## config.mk

```make
export PLATFORM = sky130hd
export DESIGN_NAME = pwm_hbridge_deadtime_timer_core
export DESIGN_NICKNAME = d
export VERILOG_FILES = /design/src/hdl/hbdt_pkg.sv /design/src/hdl/hbdt_chan.sv /design/src/hdl/pwm_hbridge_deadtime_timer_core.sv
export SDC_FILE = /design/constraint.sdc
export NUM_CORES = 1
export LEC_CHECK = 0
export ABC_AREA = 1
export BUFFER_PORTS_ARGS = -buffer_cell sky130_fd_sc_hd__buf_2
export CELL_PAD_IN_SITES_DETAIL_PLACEMENT = 1
export CELL_PAD_IN_SITES_GLOBAL_PLACEMENT = 1
export CORE_MARGIN = 3
export CORE_UTILIZATION = 45
export CTS_CLUSTER_SIZE = 16
export DETAILED_ROUTE_END_ITERATION = 16
export GPL_TIMING_DRIVEN = 0
export PLACE_DENSITY = 0.78
export SYNTH_ARGS = -nofsm -noshare
export SYNTH_HDL_FRONTEND = slang
export SYNTH_SLANG_ARGS = --single-unit
export TNS_END_PERCENT = 10
```

## constraint.sdc

```tcl
create_clock -name clk -period 5.45 [get_ports clk]
set_input_delay 1.09 -clock clk [delete_from_list [all_inputs] [get_ports clk]]
set_output_delay 1.09 -clock clk [all_outputs]
set_load 0.01 [all_outputs]
```

## src/hdl/hbdt_pkg.sv

```systemverilog
// Shared constants, codes and types for the H-bridge PWM dead-time timer.
package hbdt_pkg;

  localparam int CHANNELS   = 8;
  localparam int PWM_PERIOD = 100;

  localparam int PHASE_W = (PWM_PERIOD > 1) ? $clog2(PWM_PERIOD) : 1;
  localparam int DUTY_W  = 7;
  localparam int CMP_W   = (PHASE_W > DUTY_W) ? PHASE_W : DUTY_W;
  localparam int DEAD_W  = 16;
  localparam int DELAY_W = 31;
  localparam int MS_W    = 32;
  localparam int PINS_W  = 16;

  localparam logic [1:0] FUNC_TICK  = 2'd0;
  localparam logic [1:0] FUNC_WRITE = 2'd1;
  localparam logic [1:0] FUNC_DELAY = 2'd2;

  typedef struct packed {
    logic               tick;
    logic               phase_zero;
    logic [PHASE_W-1:0] phase;
    logic [DUTY_W-1:0]  duty;
    logic [1:0]         direction;
    logic [DEAD_W-1:0]  dead_time;
    logic               enable;
  } hbdt_ctl_t;

endpackage

```

## src/hdl/hbdt_chan.sv

```systemverilog
// One H-bridge channel: duty, enable, direction, dead-time count and its pin pair.
module hbdt_chan (
  input  logic                clk,
  input  logic                rst,
  input  hbdt_pkg::hbdt_ctl_t ctl,
  input  logic                wr_sel,
  output logic [1:0]          pins_next
);
  import hbdt_pkg::*;

  logic [DEAD_W-1:0] dead_count, dead_count_next;
  logic [1:0]        live_dir, live_dir_next;
  logic [1:0]        pending_dir, pending_dir_next;
  logic [DUTY_W-1:0] duty_level, duty_level_next;
  logic              chan_enable, chan_enable_next;
  logic [1:0]        pins;

  always_comb begin
    dead_count_next  = dead_count;
    live_dir_next    = live_dir;
    pending_dir_next = pending_dir;
    duty_level_next  = duty_level;
    chan_enable_next = chan_enable;
    pins_next        = pins;
    if (ctl.tick) begin
      if (dead_count != '0) begin
        dead_count_next = dead_count - DEAD_W'(1);
        if (dead_count == DEAD_W'(1)) begin
          live_dir_next = pending_dir;
        end
      end
      if (ctl.phase_zero) begin
        if (chan_enable) begin
          pins_next = live_dir_next;
        end
      end else if (CMP_W'(duty_level) == CMP_W'(ctl.phase)) begin
        pins_next = 2'b00;
      end
    end else if (wr_sel) begin
      duty_level_next  = ctl.duty;
      chan_enable_next = ctl.enable;
      pending_dir_next = ctl.direction;
      dead_count_next  = ctl.dead_time;
      if (ctl.dead_time == '0) begin
        live_dir_next = ctl.direction;
      end
    end
  end

  always_ff @(posedge clk) begin
    if (rst) begin
      dead_count  <= '0;
      live_dir    <= '0;
      pending_dir <= '0;
      duty_level  <= '0;
      chan_enable <= 1'b0;
      pins        <= '0;
    end else begin
      dead_count  <= dead_count_next;
      live_dir    <= live_dir_next;
      pending_dir <= pending_dir_next;
      duty_level  <= duty_level_next;
      chan_enable <= chan_enable_next;
      pins        <= pins_next;
    end
  end

endmodule

```

## src/hdl/pwm_hbridge_deadtime_timer_core.sv

```systemverilog
// Top level of the eight-channel H-bridge software PWM with dead time.
// Every word on the slave side is a tick, a channel write or a delay load, and
// produces exactly one result word: the pin levels, the millisecond counter and
// the delay-active flag as they stand after that word. One word is taken per
// clock cycle while the result register can drain; a word held in the input
// register is applied to the channel states combinationally and its result
// appears on the master side on the next edge. The block keeps taking words
// while a result waits, as long as the result register can drain; throughput
// is one word per cycle under that condition.
module pwm_hbridge_deadtime_timer_core (
  input  logic        clk,
  input  logic        rst,
  input  logic        s_tvalid,
  output logic        s_tready,
  // channel[2:0], duty[9:3], direction[11:10], dead_time[27:12], enable[28],
  // delay_value[59:29], zero fill [63:60]
  input  logic [63:0] s_tdata,
  // func[1:0]
  input  logic [1:0]  s_tuser,
  output logic        m_tvalid,
  input  logic        m_tready,
  // pins[15:0], ms_time[47:16], delay_active[48], zero fill [55:49]
  output logic [55:0] m_tdata
);
  import hbdt_pkg::*;

  logic               in_valid;
  logic [1:0]         in_func;
  logic [2:0]         in_channel;
  logic [DUTY_W-1:0]  in_duty;
  logic [1:0]         in_direction;
  logic [DEAD_W-1:0]  in_dead_time;
  logic               in_enable;
  logic [DELAY_W-1:0] in_delay_value;

  logic               advance;
  logic [PHASE_W-1:0] phase, phase_next;
  logic [PHASE_W:0]   phase_inc;
  logic [MS_W-1:0]    ms_counter, ms_counter_next;
  logic [DELAY_W-1:0] delay_count, delay_count_next;
  logic               do_tick;
  logic               do_write;
  hbdt_ctl_t          ctl;
  logic [PINS_W-1:0]  pins_next;
  logic [PINS_W-1:0]  out_pins;
  logic [MS_W-1:0]    out_ms;
  logic               out_delay;

  assign advance  = in_valid && (!m_tvalid || m_tready);
  assign s_tready = !in_valid || advance;
  assign do_tick  = advance && (in_func == FUNC_TICK);
  assign do_write = advance && (in_func == FUNC_WRITE);

  always_ff @(posedge clk) begin
    if (rst) begin
      in_valid <= 1'b0;
    end else if (s_tready) begin
      in_valid <= s_tvalid;
    end
  end

  always_ff @(posedge clk) begin
    if (s_tvalid && s_tready) begin
      in_func        <= s_tuser;
      in_channel     <= s_tdata[2:0];
      in_duty        <= s_tdata[9:3];
      in_direction   <= s_tdata[11:10];
      in_dead_time   <= s_tdata[27:12];
      in_enable      <= s_tdata[28];
      in_delay_value <= s_tdata[59:29];
    end
  end

  always_comb begin
    ctl.tick       = do_tick;
    ctl.phase_zero = (phase == '0);
    ctl.phase      = phase;
    ctl.duty       = in_duty;
    ctl.direction  = in_direction;
    ctl.dead_time  = in_dead_time;
    ctl.enable     = in_enable;
  end

  for (genvar c = 0; c < CHANNELS; c++) begin : g_chan
    hbdt_chan u_chan (
      .clk       (clk),
      .rst       (rst),
      .ctl       (ctl),
      .wr_sel    (do_write && (int'(in_channel) == c)),
      .pins_next (pins_next[2*c +: 2])
    );
  end

  if (2 * CHANNELS < PINS_W) begin : g_pin_fill
    assign pins_next[PINS_W-1:2*CHANNELS] = '0;
  end

  always_comb begin
    phase_inc        = {1'b0, phase} + (PHASE_W+1)'(1);
    phase_next       = phase;
    ms_counter_next  = ms_counter;
    delay_count_next = delay_count;
    if (do_tick) begin
      if (phase_inc >= (PHASE_W+1)'(PWM_PERIOD)) begin
        phase_next      = '0;
        ms_counter_next = ms_counter + MS_W'(1);
        if (delay_count != '0) begin
          delay_count_next = delay_count - DELAY_W'(1);
        end
      end else begin
        phase_next = phase_inc[PHASE_W-1:0];
      end
    end else if (advance && (in_func == FUNC_DELAY)) begin
      delay_count_next = in_delay_value;
    end
  end

  always_ff @(posedge clk) begin
    if (rst) begin
      phase       <= '0;
      ms_counter  <= '0;
      delay_count <= '0;
      m_tvalid    <= 1'b0;
    end else begin
      phase       <= phase_next;
      ms_counter  <= ms_counter_next;
      delay_count <= delay_count_next;
      if (advance) begin
        m_tvalid <= 1'b1;
      end else if (m_tready) begin
        m_tvalid <= 1'b0;
      end
    end
  end

  always_ff @(posedge clk) begin
    if (advance) begin
      out_pins  <= pins_next;
      out_ms    <= ms_counter_next;
      out_delay <= (delay_count_next != '0);
    end
  end

  assign m_tdata = {7'b0, out_delay, out_ms, out_pins};

`ifndef SYNTHESIS
  a_phase_range: assert property (@(posedge clk) disable iff (rst)
    32'(phase) < PWM_PERIOD)
    else $error("phase out of range");

  a_stall_only_when_full: assert property (@(posedge clk) disable iff (rst)
    !s_tready |-> (in_valid && m_tvalid && !m_tready))
    else $error("input stalled without back-pressure");

  a_ms_on_wrap: assert property (@(posedge clk) disable iff (rst)
    (ms_counter != $past(ms_counter)) |-> ($past(do_tick) && phase == '0))
    else $error("millisecond counter moved without phase wrap");

  a_result_from_item: assert property (@(posedge clk) disable iff (rst)
    (!advance && !m_tvalid) |=> !m_tvalid)
    else $error("result appeared without an item");
`endif

endmodule

```

# After elaboration in Yosys (flattened, before gate mapping)
# Cells that the tools add are included.
totals:
  ff_bits: 423
  in_bits: 70
  output_inout_bits: 58
  elab_cells: 272
classes:
  n_addsub: 11
  n_lt_le_gt_ge: 1
  eq_ne: 33
  n_mux: 98
  n_bitwise: 1
  n_reduce_logical: 65
op_table:
  columns: ["cell", "n"]
  rows:
  - ["16-bit two-way mux", 24]
  - ["2-bit two-way mux", 65]
  - ["16-bit by 1-bit equality test with 1-bit output (second input constant)", 8]
  - ["16-bit nonzero test", 8]
  - ["16-bit by 1-bit subtractor with 16-bit output (second input constant)", 8]
  - ["31-bit two-way mux", 4]
  - ["32-bit two-way mux", 2]
  - ["31-bit nonzero test", 2]
  - ["7-bit equality test", 8]
  - ["2-bit AND reduction", 24]
  - ["32-bit by 1-bit adder with 32-bit output (second input constant)", 1]
  - ["31-bit by 1-bit subtractor with 31-bit output (second input constant)", 1]
  - ["2-bit nonzero test", 10]
  - ["16-bit zero test", 1]
  - ["2-bit by 1-bit inequality test with 1-bit output (second input constant)", 8]
  - ["1-bit logical AND", 13]
  - ["3-bit equality test (second input constant)", 4]
  - ["7-bit by 1-bit adder with 8-bit output (second input constant)", 1]
  - ["8-bit by 7-bit greater-or-equal comparator with 1-bit output (second input constant)", 1]
  - ["7-bit zero test", 1]
  - ["7-bit two-way mux", 1]
  - ["3-bit by 2-bit equality test with 1-bit output (second input constant)", 2]
  - ["3-bit by 1-bit equality test with 1-bit output (second input constant)", 1]
  - ["3-bit zero test", 1]
  - ["other kinds (7)", 10]

# Logic depth before layout (Yosys ltp)
depth:
  word_depth: 7
  mapped_depth: 19
  depth_no_buf: 17

# Modules after synthesis
# From an unflattened synthesis, not the netlist that was laid out.
unflattened:
  hier_cells: 3502
  hier_area_um2: 24265.8
modules_own_cells:
  columns: ["mod", "instances", "cells_per_inst", "area_per_inst_um2", "seq_area_each_um2"]
  rows:
  - ["hbdt_chan", 8, 298, 1901.8, 600.6]
  - ["pwm_hbridge_deadtime_timer_core", 1, 1118, 9051.2, 4774.6]

# Worst setup path before layout
# No wires, ideal clock.
synth_timing:
  path_kind: "in2reg"
  start: "input port m_tready"
  end: "register out_ms[21] (data pin)"
  setup_ns: 0.261
  arrival_ns: 3.689
  required_ns: 5.189
  slack_ns: 1.500
  stages: 14
  n_path_buf: 1
  cell_sequence: "inv_1 nand2_1 nand2_1 inv_1 nand2_1 nor2_2 buf_2 inv_2 nor2_8 nand3_4 nor2_4 nand2_2 o21ai_1 nand2_1"
synth_between:
  elab_chain_cells: 4
synth_rtl:
  columns: ["item", "line_no", "source"]
  rows:
  - ["start: declaration", "pwm_hbridge_deadtime_timer_core.sv:21", "input logic m_tready,"]
  - ["1-bit logical OR", "pwm_hbridge_deadtime_timer_core.sv:49", "assign advance = in_valid && (!m_tvalid || m_tready);"]
  - ["1-bit logical AND", "pwm_hbridge_deadtime_timer_core.sv:49", null]
  - ["named net advance", "pwm_hbridge_deadtime_timer_core.sv:36", "logic advance;"]
  - ["1-bit logical AND", "pwm_hbridge_deadtime_timer_core.sv:51", "assign do_tick = advance && (in_func == FUNC_TICK);"]
  - ["32-bit two-way mux", "pwm_hbridge_deadtime_timer_core.sv:103", "if (do_tick) begin"]
  - ["named net ms_counter_next[21]", "pwm_hbridge_deadtime_timer_core.sv:39", "logic [MS_W-1:0] ms_counter, ms_counter_next;"]
  - ["end signal: assignment", "pwm_hbridge_deadtime_timer_core.sv:139", "out_ms <= ms_counter_next;"]
  - ["end: declaration", "pwm_hbridge_deadtime_timer_core.sv:46", "logic [MS_W-1:0] out_ms;"]
# The timed path passes the listed nets, and every way through them passes these cells.
# A chain may end at the register's enable or synchronous reset.

# Worst setup path in the final report
layout_timing:
  start: "input port m_tready"
  end: "register g_chan[1].u_chan.dead_count[11]"
layout_between:
  elab_chain_cells: 6
  word_cells_on_any_way: 9
  cone_classes: "1 x eq/ne; 1 x mux; 7 x reduce/logical"
layout_rtl:
  columns: ["item", "line_no", "source"]
  rows:
  - ["1-bit logical OR *", "pwm_hbridge_deadtime_timer_core.sv:49", null]
  - ["1-bit logical AND *", "pwm_hbridge_deadtime_timer_core.sv:49", null]
  - ["named net advance", "pwm_hbridge_deadtime_timer_core.sv:36", null]
  - ["1-bit logical AND", "pwm_hbridge_deadtime_timer_core.sv:52", "assign do_write = advance && (in_func == FUNC_WRITE);"]
  - ["1-bit logical AND", "pwm_hbridge_deadtime_timer_core.sv:89", ".wr_sel (do_write && (int'(in_channel) == c)),"]
  - ["2-bit nonzero test (no source line)", null, null]
  - ["2-bit AND reduction (no source line)", null, null]
  - ["end signal: assignment", "hbdt_chan.sv:59", "dead_count <= dead_count_next;"]
  - ["end: declaration", "hbdt_chan.sv:11", "logic [DEAD_W-1:0] dead_count, dead_count_next;"]
# Mark *: on every way through the listed nets, which the timed path passes. The rest lies on a longest branch.

==> impl_metrics.csv <==
group,metric,value,unit
drt,vias,21800,
synthesis,synth.area.top_cells,"dfxtp_1 29%, edfxtp_1 15%, nand2_1 9.1%",
grt,grt_pass1_wl,125000,um
sta,clock_skew,0.0244,ns
synthesis,synthCells,2924,
die,rows,79,
synthesis,ys_seq_area_frac,0.444,
cts,cts_tree,"done",
die,ioPinCount,128,
die,die_x,225,um
power,switching_share,0.298,
drt,post_drt_via_cell_ratio,5.81,
worst_hold_path,min_from,"g_chan[0].u_chan.pending_dir[1]$_SDFFE_PP0P_",
power,power_frac_seq,0.442,
drt,ant_nets,0,
cts,postCtsHoldBufs,0,
synthesis,ys_ff_latch,423,
die,start_util,0.459,
drt,wire_per_inst,21.8,um
cts,clockBufferDepth,3,
placement,gpl.final_weighted_congestion,0.919,
cts,clk_latency,0.62,ns
synthesis,synth_flop_cell,"dfxtp_1",
power,power.density,314,mW/mm2
sta,tns,0,ns
grt,grt_pass1_vias,22000,
outcome,outcome,"finished clean",
sta,tightest_slew,1.32,ns
synthesis,synth-edff-count,111,
cells_and_area,nFillCells,6025,
critical_path,r2r_start,"m_tvalid$_SDFFE_PP0P_",
synthesis,synthAdderAreaFrac,0.0122,
drt,firstDrtPassIters,5,
power,ir_drop,0.270,mV
critical_path,worstReg2RegEnd,"g_chan[1].u_chan.dead_count[11]$_SDFFE_PP0P_",
worst_hold_path,hp-class,"flop to flop",
cts,cts_made_buffers,48,
critical_path,crit_arrival,5.13,ns
drt,drt-total-wl,81700,um
synthesis,yosysTopAreaCellShare,0.290,
grt,grt_usage,0.317,
synthesis,muxShareOfSynthArea,0.00499,
grt,gr-total-overflow,0,
cts,cts-root-buf,"clkbuf_16",
critical_path,cp.required,5.97,ns
power,internal-power,0.00539,W
critical_path,end_kind,"flop",
sta,setup_viol,0,
power,p_leak,10.7,nW
synthesis,synthXorXnorAreaFrac,0.0425,
placement,pre_cts_ws,0.294,ns
die,die_area,0.0506,mm2
critical_path,cp-start-kind,"primary input",
synthesis,netlist_area,0.0216,mm2
cells_and_area,multi_input_area,0.0104,mm2
die,die_h,225,um
worst_hold_path,min_to,"g_chan[0].u_chan.pending_dir[1]$_SDFFE_PP0P_",
placement,port_buffers,115,
synthesis,synthSimpleGateAreaFrac,0.246,
sta,max-slew-margin-rel,0.115,
sta,max_freq,0.217,GHz
critical_path,crit_path_max_fanout,18,
cells_and_area,syn_to_final_growth,13.5,%
cts,cts_resized,0,
sta,min_period,4.62,ns
die,core,0.0470,mm2
sta,hold_viol_final,0,
cells_and_area,layoutNonFillerInstCount,3744,
sta,slew_violations,0,
synthesis,synth_compound_area_frac,0.175,
power,p_comb_frac,0.145,
drt,drc_errors,0,
synthesis,synth_top_family_by_area,"simple AND/OR/NAND/NOR gates",
sta,fin_crit_sh,0.847,
grt,antenna_found_initial,4,
synthesis,synth_area_per_cell,7.38,um2
critical_path,worst_r2r_path_depth,11,
drt,drt-initial-drc-count,1559,
cells_and_area,drive_gt1_frac,0.0858,
cts,h-tree-depth,2,
synthesis,yosys.area.top_type,"dfxtp_1",
synthesis,ys_types,60,
worst_hold_path,min_path_cells,2,
power,pwr-share-clk,0.413,
cells_and_area,utilization,0.521,
cts,path_clk_slew,0.06,ns
cells_and_area,layout.nets,3187,
power,total_power,0.00768,W
cts,cts_setup_buffers,0,
critical_path,crit_type,"primary input to flop",
grt,grt_max_degree,63,
sta,finalWorstSetupSlack,0.832,ns
synthesis,ys.warnings.count,0,
power,p_switching,0.00229,W
critical_path,ff2ff_setup_slack,1.08,ns
placement,hpwl,58700,um
placement,dp_cells,3653,
flow_run,cap_violations,0,
cells_and_area,register_area,0.00958,mm2
synthesis,synthArstFlopShare,0,
sta,rsz0062_at_grt,"no",
cts,cts.sinks,423,
## sequential cells by signal, summed over array words and instances, names as in the netlist
name	count
g_chan.u_chan.pending_dir	16
out_pins	16
g_chan.u_chan.duty_level	56
phase	7
in_channel	3
g_chan.u_chan.pins	16
in_direction	2
out_delay	1
delay_count	31
in_dead_time	16
g_chan.u_chan.live_dir	16
in_delay_value	31
out_ms	32
in_duty	7
g_chan.u_chan.chan_enable	8
in_valid	1
in_func	2
ms_counter	32
in_enable	1
m_tvalid	1
g_chan.u_chan.dead_count	128
## worst max path at each step
stage	from	cells after the start	end	slack, ns
floorplan	m_tready	14	out_ms[21]$_DFFE_PP_	1.50
global placement	m_tready	13	g_chan[7].u_chan.dead_count[12]$_SDFFE_PP0P_	-0.72
detailed placement	m_tready	13	g_chan[1].u_chan.dead_count[11]$_SDFFE_PP0P_	0.29
CTS	m_tready	13	g_chan[1].u_chan.dead_count[11]$_SDFFE_PP0P_	0.90
global route	m_tready	13	g_chan[1].u_chan.dead_count[11]$_SDFFE_PP0P_	0.74
finish	m_tready	13	g_chan[1].u_chan.dead_count[11]$_SDFFE_PP0P_	0.83
## logic make-up after synthesis
logic type	after synthesis
xor+xnor	103
fa+ha+maj	21
flops	423
compound gates	695
buf+inv	408
other cells	1
mux	10
simple gates	1263
## cell usage in the layout, fill, tap and decap left out, drive strengths merged, types with 8 or more instances in the layout
cell,count
a211oi,18
edfxtp,111
a31oi,62
clkinv,23
a21oi,202
o21ai,361
clkbuf,159
inv,271
ha,21
dfxtp,312
nand3,125
nand2,528
o211ai,8
xor2,65
nor2,457
xnor2,38
nand4,40
nor3,78
o21bai,8
buf,160
nor4,18
## final cells by class
cell class              instances  share of cell area
well taps                     607              0.0310
diodes                          1            0.000102
repair buffers                116              0.0243
multi-input cells            2099               0.425
clock inverters                25             0.00839
plain buffers                 138              0.0245
flip-flops and latches        423               0.391
clock buffers                  65              0.0537
inverters                     270              0.0416
## per-stage QoR
step	cell area (um2)	hold WS, ns
5_1_grt	24500	0.483
6_report	24500	0.454
2_1_floorplan	21600	0.424
4_1_cts	24500	0.458
3_3_place_gp	22900	0.442
3_5_place_dp	22900	0.448
## power groups by stage
stage	clock network, W	logic [W]	registers, W
finish	0.00317	0.00111	0.00340
CTS	0.00321	0.00109	0.00339
global route	0.00335	0.00123	0.00340
global placement	0	0.00104	0.00346
detailed placement	0	0.00108	0.00346
floorplan	0	0.000708	0.00345
## cells in the mapped netlist, types with 3 or more instances
| library cell | count |
|---|---|
| mux2_2 | 6 |
| dfxtp_1 | 312 |
| or2_2 | 5 |
| buf_4 | 10 |
| mux2i_1 | 4 |
| a21oi_1 | 198 |
| inv_2 | 3 |
| o21bai_1 | 8 |
| nor2_2 | 4 |
| xnor2_1 | 37 |
| nand2_1 | 523 |
| xor2_1 | 64 |
| o31ai_1 | 5 |
| and2_1 | 4 |
| inv_1 | 266 |
| nand3_1 | 123 |
| nand4_1 | 38 |
| o21a_1 | 6 |
| a21oi_2 | 4 |
| nor3_1 | 75 |
| nand2_2 | 4 |
| buf_2 | 23 |
| a311oi_1 | 5 |
| o211ai_1 | 8 |
| ha_1 | 21 |
| o21ai_0 | 359 |
| a21boi_0 | 7 |
| nor3_2 | 3 |
| a41oi_1 | 4 |
| a211oi_1 | 18 |
| buf_1 | 10 |
| clkbuf_2 | 7 |
| a31oi_1 | 62 |
| nor4_1 | 17 |
| nor2_1 | 450 |
| clkbuf_1 | 87 |
| edfxtp_1 | 111 |
| nand3b_1 | 3 |
## critical path, stage by stage
cell and delay (ns):
buf_2 0.07, inv_1 0.04, nand2_1 0.07, nand2_1 0.21, inv_2 0.50, nand2_1 0.13
nor2_2 0.42, buf_2 0.42, buf_2 0.39, buf_2 0.45, clkbuf_1 0.79, o21ai_0 0.31
a31oi_1 0.21
## layer usage
layer / up-vias / share of wire / GRT usage
met5: - / 0.000086 / 0
met4: 2 / 0.037 / 0.120
met3: 174 / 0.063 / 0.0535
met2: 662 / 0.46 / 0.527
met1: 10800 / 0.44 / 0.416
li1: 10100 / - / -
Note: power is estimated with default switching activity, not from simulation.
